### src/hw/rtl/plic_pkg.sv
package plic_pkg;

  // Sizing of the controller
  localparam int unsigned NUM_SOURCES   = 32;
  localparam int unsigned NUM_CONTEXTS  = 2;
  localparam int unsigned PRIORITY_BITS = 3;

  localparam int unsigned SRC_W     = $clog2(NUM_SOURCES);
  localparam int unsigned SRC_PAD   = 1 << SRC_W;
  localparam int unsigned CTX_W     = (NUM_CONTEXTS > 1) ? $clog2(NUM_CONTEXTS) : 1;
  localparam int unsigned CTX_PAD   = (NUM_CONTEXTS > 2) ? NUM_CONTEXTS : 2;
  localparam int unsigned NUM_WORDS = (NUM_SOURCES + 31) / 32;
  localparam int unsigned LINES     = (NUM_SOURCES < 32) ? NUM_SOURCES : 32;

  // Field widths of one transfer
  localparam int unsigned CMD_W  = 2;
  localparam int unsigned OFF_W  = 26;
  localparam int unsigned DATA_W = 32;
  localparam int unsigned LVL_W  = 32;
  localparam int unsigned REQ_W  = 2;
  localparam int unsigned IN_W   = 96;
  localparam int unsigned OUT_W  = 40;

  // Register window
  localparam logic [OFF_W-1:0] OFF_PENDING   = OFF_W'(32'h1000);
  localparam logic [OFF_W-1:0] OFF_ENABLE    = OFF_W'(32'h2000);
  localparam logic [OFF_W-1:0] OFF_THRESHOLD = OFF_W'(32'h200000);
  localparam int unsigned      ENABLE_STRIDE = 32'h80;
  localparam int unsigned      CTX_STRIDE    = 32'h1000;
  localparam int unsigned      EN_CTX_LSB    = $clog2(ENABLE_STRIDE);
  localparam int unsigned      TH_CTX_LSB    = $clog2(CTX_STRIDE);
  localparam logic [TH_CTX_LSB-1:0] REG_THRESHOLD = '0;
  localparam logic [TH_CTX_LSB-1:0] REG_CLAIM     = TH_CTX_LSB'(4);

  // Sources that exist and can be pending (source zero never)
  localparam logic [NUM_SOURCES-1:0] VALID_MASK = {{(NUM_SOURCES-1){1'b1}}, 1'b0};

  typedef enum logic [CMD_W-1:0] {
    CMD_READ  = 2'd0,
    CMD_WRITE = 2'd1,
    CMD_IDLE  = 2'd2
  } cmd_e;

endpackage

### src/hw/rtl/platform_interrupt_controller.sv
// Platform-level interrupt controller with a 32-bit register window. Each input
// transfer carries one bus access (read, write or idle tick) and a sample of the
// level-triggered source lines; each produces exactly one output transfer with
// the read word and the per-context request bits formed after the access. One
// transfer is taken every clock cycle unless the output stalls; each result passes
// through the input register and then the result register. The compute stage holds
// the priority arbitration tree over all sources, which sets the clock.
module platform_interrupt_controller (
  input  logic                            clk_i,
  input  logic                            rst_ni,
  input  logic                            s_axis_tvalid,
  output logic                            s_axis_tready,
  // [1:0] cmd, [27:2] reg_offset, [59:28] write_data, [91:60] source_levels
  input  logic [plic_pkg::IN_W-1:0]       s_axis_tdata,
  output logic                            m_axis_tvalid,
  input  logic                            m_axis_tready,
  // [31:0] read_data, [33:32] context_requests
  output logic [plic_pkg::OUT_W-1:0]      m_axis_tdata
);

  localparam int unsigned NS  = plic_pkg::NUM_SOURCES;
  localparam int unsigned NC  = plic_pkg::NUM_CONTEXTS;
  localparam int unsigned PW  = plic_pkg::PRIORITY_BITS;
  localparam int unsigned SW  = plic_pkg::SRC_W;
  localparam int unsigned CW  = plic_pkg::CTX_W;
  localparam int unsigned OW  = plic_pkg::OFF_W;
  localparam int unsigned DW  = plic_pkg::DATA_W;
  localparam int unsigned LVS = $clog2(plic_pkg::SRC_PAD);

  // Input stage
  logic                        in_valid_q;
  logic [plic_pkg::CMD_W-1:0]  cmd_q;
  logic [OW-1:0]               off_q;
  logic [DW-1:0]               wdata_q;
  logic [plic_pkg::LVL_W-1:0]  levels_q;

  // Result stage
  logic                        out_valid_q;
  logic [DW-1:0]               rdata_q, rdata_d;
  logic [plic_pkg::REQ_W-1:0]  req_q, req_d;

  // Controller state
  logic [PW-1:0] prio_q [NS];
  logic [PW-1:0] prio_d [NS];
  logic [NS-1:0] pend_q, pend_d;
  logic [NS-1:0] infl_q, infl_d;
  logic [NS-1:0] en_q [NC];
  logic [NS-1:0] en_d [NC];
  logic [PW-1:0] thr_q [NC];
  logic [PW-1:0] thr_d [NC];

  logic advance;

  // Decode and datapath signals
  logic          is_rd, is_wr;
  logic [OW-1:0] off;
  logic [NS-1:0] lines;
  logic [NS-1:0] pend_gw;
  logic [63:0]   pend_pad, en_pad;
  logic [9:0]    word_idx;
  logic [OW-1:0] rel_en, rel_th;
  logic [OW-1:0] en_ctx_f, th_ctx_f;
  logic [4:0]    en_w;
  logic [plic_pkg::TH_CTX_LSB-1:0] th_r;
  logic          en_ctx_ok, th_ctx_ok;
  logic [CW-1:0] en_ctx, th_ctx;
  logic [NS-1:0] en_new;
  logic [NS-1:0] cand;
  logic [PW-1:0] node_p [LVS+1][plic_pkg::SRC_PAD];
  logic [SW-1:0] node_id [LVS+1][plic_pkg::SRC_PAD];
  logic [SW-1:0] claim_id;
  logic          claim_hit;
  logic [SW-1:0] cpl_id;
  logic [plic_pkg::CTX_PAD-1:0] req_all;
  logic [NS-1:0] cand_d;

  assign advance       = in_valid_q && (!out_valid_q || m_axis_tready);
  assign s_axis_tready = !in_valid_q || advance;
  assign m_axis_tvalid = out_valid_q;
  assign m_axis_tdata  = {{(plic_pkg::OUT_W - DW - plic_pkg::REQ_W){1'b0}}, req_q, rdata_q};

  // Hold the accepted transfer for the compute stage
  always_ff @(posedge clk_i or negedge rst_ni) begin
    if (!rst_ni) begin
      in_valid_q <= 1'b0;
    end else if (s_axis_tready) begin
      in_valid_q <= s_axis_tvalid;
    end
  end

  always_ff @(posedge clk_i) begin
    if (s_axis_tready && s_axis_tvalid) begin
      cmd_q    <= s_axis_tdata[1:0];
      off_q    <= s_axis_tdata[27:2];
      wdata_q  <= s_axis_tdata[59:28];
      levels_q <= s_axis_tdata[91:60];
    end
  end

  // Address decode of the word offset
  always_comb begin
    is_rd     = (plic_pkg::cmd_e'(cmd_q) == plic_pkg::CMD_READ);
    is_wr     = (plic_pkg::cmd_e'(cmd_q) == plic_pkg::CMD_WRITE);
    off       = {off_q[OW-1:2], 2'b00};
    word_idx  = off[11:2];
    rel_en    = off - plic_pkg::OFF_ENABLE;
    rel_th    = off - plic_pkg::OFF_THRESHOLD;
    en_ctx_f  = rel_en >> plic_pkg::EN_CTX_LSB;
    th_ctx_f  = rel_th >> plic_pkg::TH_CTX_LSB;
    en_w      = rel_en[plic_pkg::EN_CTX_LSB-1:2];
    th_r      = rel_th[plic_pkg::TH_CTX_LSB-1:0];
    en_ctx_ok = (en_ctx_f < OW'(NC));
    th_ctx_ok = (th_ctx_f < OW'(NC));
    en_ctx    = en_ctx_ok ? en_ctx_f[CW-1:0] : '0;
    th_ctx    = th_ctx_ok ? th_ctx_f[CW-1:0] : '0;
  end

  // Gateways: raise pending for high lines not already pending or in flight
  always_comb begin
    lines = '0;
    for (int i = 0; i < plic_pkg::LINES; i++) begin
      lines[i] = levels_q[i];
    end
    pend_gw  = pend_q | (lines & plic_pkg::VALID_MASK & ~infl_q);
    pend_pad = '0;
    en_pad   = '0;
    for (int i = 0; i < NS; i++) begin
      pend_pad[i] = pend_gw[i];
      en_pad[i]   = en_q[en_ctx][i];
    end
  end

  // Claim arbitration tree for the addressed context; lower ID wins ties
  always_comb begin
    cand = pend_gw & en_q[th_ctx] & plic_pkg::VALID_MASK;
    for (int i = 0; i < plic_pkg::SRC_PAD; i++) begin
      node_id[0][i] = SW'(i);
      node_p[0][i]  = '0;
      if (i < NS) begin
        if (cand[i]) begin
          node_p[0][i] = prio_q[i];
        end
      end
    end
    for (int l = 0; l < LVS; l++) begin
      for (int n = 0; n < plic_pkg::SRC_PAD; n++) begin
        node_p[l+1][n]  = '0;
        node_id[l+1][n] = '0;
        if (n < (plic_pkg::SRC_PAD >> (l + 1))) begin
          if (node_p[l][2*n+1] > node_p[l][2*n]) begin
            node_p[l+1][n]  = node_p[l][2*n+1];
            node_id[l+1][n] = node_id[l][2*n+1];
          end else begin
            node_p[l+1][n]  = node_p[l][2*n];
            node_id[l+1][n] = node_id[l][2*n];
          end
        end
      end
    end
    claim_hit = (node_p[LVS][0] > thr_q[th_ctx]);
    claim_id  = claim_hit ? node_id[LVS][0] : '0;
  end

  // Perform the access and form the next state
  always_comb begin
    prio_d  = prio_q;
    en_d    = en_q;
    thr_d   = thr_q;
    pend_d  = pend_gw;
    infl_d  = infl_q;
    rdata_d = '0;
    cpl_id  = wdata_q[SW-1:0];
    en_new  = en_q[en_ctx];
    for (int i = 0; i < NS; i++) begin
      if ((i / 32) == int'(en_w[0])) begin
        en_new[i] = wdata_q[i % 32];
      end
    end

    if (is_rd || is_wr) begin
      if (off < plic_pkg::OFF_PENDING) begin
        if (word_idx < 10'(NS) && word_idx != '0) begin
          if (is_wr) begin
            prio_d[word_idx[SW-1:0]] = wdata_q[PW-1:0];
          end else begin
            rdata_d = DW'(prio_q[word_idx[SW-1:0]]);
          end
        end
      end else if (off < plic_pkg::OFF_ENABLE) begin
        if (word_idx < 10'(plic_pkg::NUM_WORDS) && is_rd) begin
          rdata_d = word_idx[0] ? pend_pad[63:32] : pend_pad[31:0];
        end
      end else if (off < plic_pkg::OFF_THRESHOLD) begin
        if (en_ctx_ok && en_w < 5'(plic_pkg::NUM_WORDS)) begin
          if (is_wr) begin
            en_d[en_ctx] = en_new & plic_pkg::VALID_MASK;
          end else begin
            rdata_d = en_w[0] ? en_pad[63:32] : en_pad[31:0];
          end
        end
      end else if (th_ctx_ok) begin
        if (th_r == plic_pkg::REG_THRESHOLD) begin
          if (is_wr) begin
            thr_d[th_ctx] = wdata_q[PW-1:0];
          end else begin
            rdata_d = DW'(thr_q[th_ctx]);
          end
        end else if (th_r == plic_pkg::REG_CLAIM) begin
          if (is_wr) begin
            // Release only an in-flight source enabled for this context
            if (wdata_q != '0 && wdata_q < DW'(NS)) begin
              if (infl_q[cpl_id] && en_q[th_ctx][cpl_id]) begin
                infl_d[cpl_id] = 1'b0;
              end
            end
          end else begin
            if (claim_hit) begin
              pend_d[claim_id] = 1'b0;
              infl_d[claim_id] = 1'b1;
            end
            rdata_d = DW'(claim_id);
          end
        end
      end
    end
  end

  // Request lines from the state after the access
  always_comb begin
    req_all = '0;
    for (int c = 0; c < NC; c++) begin
      cand_d = pend_d & en_d[c] & plic_pkg::VALID_MASK;
      for (int i = 0; i < NS; i++) begin
        if (cand_d[i] && (prio_d[i] > thr_d[c])) begin
          req_all[c] = 1'b1;
        end
      end
    end
    req_d = req_all[plic_pkg::REQ_W-1:0];
  end

  // Advance state and the result register
  always_ff @(posedge clk_i or negedge rst_ni) begin
    if (!rst_ni) begin
      out_valid_q <= 1'b0;
      pend_q      <= '0;
      infl_q      <= '0;
      for (int i = 0; i < NS; i++) begin
        prio_q[i] <= '0;
      end
      for (int c = 0; c < NC; c++) begin
        en_q[c]  <= '0;
        thr_q[c] <= '0;
      end
    end else begin
      if (advance) begin
        out_valid_q <= 1'b1;
        pend_q      <= pend_d;
        infl_q      <= infl_d;
        prio_q      <= prio_d;
        en_q        <= en_d;
        thr_q       <= thr_d;
      end else if (m_axis_tready) begin
        out_valid_q <= 1'b0;
      end
    end
  end

  always_ff @(posedge clk_i) begin
    if (advance) begin
      rdata_q <= rdata_d;
      req_q   <= req_d;
    end
  end

endmodule

### config.mk
export PLATFORM = sky130hd
export DESIGN_NAME = platform_interrupt_controller
export DESIGN_NICKNAME = d
export VERILOG_FILES = /design/src/hw/rtl/plic_pkg.sv /design/src/hw/rtl/platform_interrupt_controller.sv
export SDC_FILE = /design/constraint.sdc
export NUM_CORES = 1
export LEC_CHECK = 0
export BUFFER_PORTS_ARGS = -buffer_cell sky130_fd_sc_hd__buf_2
export CAP_MARGIN = 20
export CORE_ASPECT_RATIO = 0.9
export CORE_UTILIZATION = 39
export DETAILED_ROUTE_END_ITERATION = 10
export GPL_TIMING_DRIVEN = 0
export PLACE_DENSITY = 0.66
export SYNTH_ARGS = -nofsm -noshare
export SYNTH_HDL_FRONTEND = slang
export SYNTH_SLANG_ARGS = --single-unit
### constraint.sdc
create_clock -name clk_i -period 22.4 [get_ports clk_i]
set_input_delay 1.12 -clock clk_i [delete_from_list [all_inputs] [get_ports clk_i]]
set_output_delay 1.12 -clock clk_i [all_outputs]
set_load 0.01 [all_outputs]
==> results.md <==
* Status: finished clean
* Die height at 252 µm
* CP Class: flop to flop
* Initial core utilization at 39.5%
* DIE WIDTH at 280 µm
* # setup viols final at 0
* Final hold vios at 0
* Row cnt at 91
* Avg Inst Size Synth at 9.58 µm²
* Worst Setup SP: off_q[21]
* Hold_buf cts at 0
* Vias at 25183
* Most frequent cells in the layout: nand2_1 (369), ha_1 (281), dfrtp_1 (230), a21oi_1 (198), mux2i_1 (171)
* Vias in the first global route at 23242
* Routed wire length at 115000 µm
* Critical path's top delay family: compound AO/OA/AOI/OAI gates
* Pwr per Cell Area at 52.6 nW/µm²
* Crit Reg-Reg Endpoint: req_q[1]
* Remaining DRCs at 0
* Post-DP HPWL at 90200 µm
* Layout cells sized above 1 at 15.7%
* Reg-to-reg startpoint: off_q[21]
* Clk sinks at 353
* Clk_lat worst skew at 0.61 ns
* Slew Limit Fails at 0
* Hold WC Path Type: input port to asynchronous set/reset pin
* GRT overflow at 0
* Unrepaired setup endpoints after global routing: no
* Worst slew pin tran at 1.30 ns
* Crit. path cell count at 45
* Placed Cells incl. Taps at 3918
* CTS tree: built
* Post-DRT Antenna Nets at 0
* MaxCap Viol Count at 0
* Fmax at 66.2 MHz
* Fillers at 6672
* Buffers on Ports at 128
* Worst vdd ir at 0.0856 mV
* Endpoint kind of the worst setup timing path: flop
* Clock skew at 0.0313 ns
* DRT iter0 DRCs at 3687
* Critical path's largest stage delay at 0.89 ns
* All-Layer GR Usage at 32.1%
* CTS buffer count at 41
* Library cells used by synthesis at 80
* CP dominant cell by count: ha_1
* Worst slew margin at 12.7%
* Largest net degree at the start of global routing at 102
* Worst R2R Setup Slack at 7.30 ns
* Final period util at 67.4%
* Initial antenna violation count at 3
* Register bit total from synthesis at 353
* Placer Congestion at 1.04
* R2R cell count at 45
* Ys flop type: dfrtp_1
* Leakage power at 12.6 nW
* Post-Syn Area at 27200 µm²
* IO Pins at 142
* Most common cell after layout, fill and taps aside: nand2_1
* Total negative setup slack at 0 ns
* Ys async rst share at 65.2%
* Post-synthesis sequential area ratio at 34.8%
* Core area at 68800 µm²
* WP buf/inv at 5
* Nets@finish at 3415
* CTS H-Tree Depth at 2
* Final Critical Period at 15.10 ns
* Post-CTS resize count at 0
* CTS Root Buffer Type: clkbuf_16
* Critical Path AT at 15.41 ns
* Synth-to-layout area growth at 13.4%
* Non-Filler Instances at 3999
* # Post-CTS Setup Buffers at 0
* Clock transition at path regs at 0.06 ns
* Vias per cell at 6.30
* Critical Path Start Type: flop
* Global-route wire length before repair at 164000 µm
* Maximum root-to-sink buffer count at 3
* Crit path capture: req_q[1]
* Pre-antenna DRT Iters at 6
* Req. time, crit path at 22.71 ns
* Post-synthesis cell count at 2837
* Ys Warns at 0
* Drt wl/cell at 28.7 µm
* Post-synth EDFFs at 123
* Crit Path Max Fanout at 10
* Crit-path slowest cell: nor3_2
* Full die area at 70700 µm²
## kinds of logic after synthesis
kind of cell,after synthesis,share of synthesized area (%)
AND/OR/NAND/NOR,942,17.4
multiplexers,352,15.5
adder cells (fa/ha/maj),281,12.9
flip-flops,353,34.8
XOR/XNOR,2,0.0645
AO/OA/AOI/OAI,650,15.5
other,1,0.0138
buffers and inverters,256,3.82
## power by group
part           total [mW]  internal (mW)  switching (mW)
registers           0.719          0.696          0.0228
logic               0.184         0.0518           0.132
clock network       0.718          0.410           0.307
## registers in the layout, summed over array words and instances (netlist names), 2 cells and up
register  count
levels_q     31
infl_q       32
cmd_q         2
req_q         2
thr_q         6
wdata_q      32
rdata_q      32
prio_q       96
en_q         62
pend_q       32
off_q        24
## worst reg2reg max path, delay by kind of cell, from the launching register on
kind,cells,cell delay [ns]
XOR/XNOR,1,0.20
buffers and inverters,5,0.66
AND/OR/NAND/NOR,16,4.88
flip-flops,1,0.42
multiplexers,4,1.69
AO/OA/AOI/OAI,12,4.98
adder cells (fa/ha/maj),7,2.01
## per-layer routing
layer  up-vias  global-route usage, %  share of wire (%)
met4         0                   17.4                6.7
met1     12028                   43.8                 40
li1      11023                      -                  -
met2      1754                   45.9                 41
met5         -                      0                  0
met3       378                   8.71                 13
## cell type report
cell class                      count  area [µm²]  share of cell area (%)
Buffer                            118         523                    1.70
Clock buffer                       52        1100                    3.56
Clock inverter                     24         304                   0.987
Tap cell                          930        1160                    3.78
Inverter                          138         518                    1.68
Antenna cell                        2        5.00                  0.0162
Multi-Input combinational cell   2233       16800                    54.4
Timing Repair Buffer              149         986                    3.20
Sequential cell                   353        9450                    30.7
## synthesized netlist by cell type, types with 28 or more instances
master | n | area (µm²)
nand2_1 | 369 | 1390
ha_1 | 281 | 3520
dfrtp_1 | 230 | 5760
a21oi_1 | 198 | 991
mux2i_1 | 175 | 1750
nor2_1 | 163 | 612
inv_1 | 136 | 510
mux2_2 | 136 | 1530
o21ai_0 | 124 | 621
edfxtp_1 | 123 | 3690
clkbuf_1 | 79 | 297
a21o_1 | 57 | 428
nand3_1 | 48 | 240
a31oi_1 | 42 | 263
mux4_2 | 41 | 923
nor3b_1 | 39 | 293
nor3_1 | 38 | 190
a311oi_1 | 37 | 324
nor4b_1 | 37 | 324
and3_1 | 34 | 213
nand3b_1 | 33 | 248
nor2b_1 | 30 | 188
or2_2 | 30 | 188
and2_1 | 29 | 181
o31ai_1 | 29 | 218
o22a_1 | 28 | 245
## worst min path at each step
stage | startpoint | cells past startpoint | to
finish | rst_ni | 1 | en_q[57]
global route | prio_q[93] | 1 | prio_q[93]
CTS | prio_q[95] | 1 | prio_q[95]
detailed placement | prio_q[95] | 1 | prio_q[95]
global placement | prio_q[94] | 1 | prio_q[94]
floorplan | prio_q[93] | 1 | prio_q[93]
## metrics by stage
stage | hold slack (ns) | setup slack (ns) | util (%) | cell area (µm²) | power (mW)
6_report | 0.462 | 7.30 | 44.8 | 30800 | 1.62
5_1_grt | 0.481 | 6.83 | 44.8 | 30800 | 1.65
4_1_cts | 0.462 | 7.90 | 44.8 | 30800 | 1.61
3_5_place_dp | 0.445 | 7.92 | 42.7 | 29400 | 0.905
3_3_place_gp | 0.442 | 7.91 | 42.2 | 29000 | 0.900
2_1_floorplan | 0.425 | 12.20 | - | 27200 | 0.810
(Power assumes the default switching activity.)
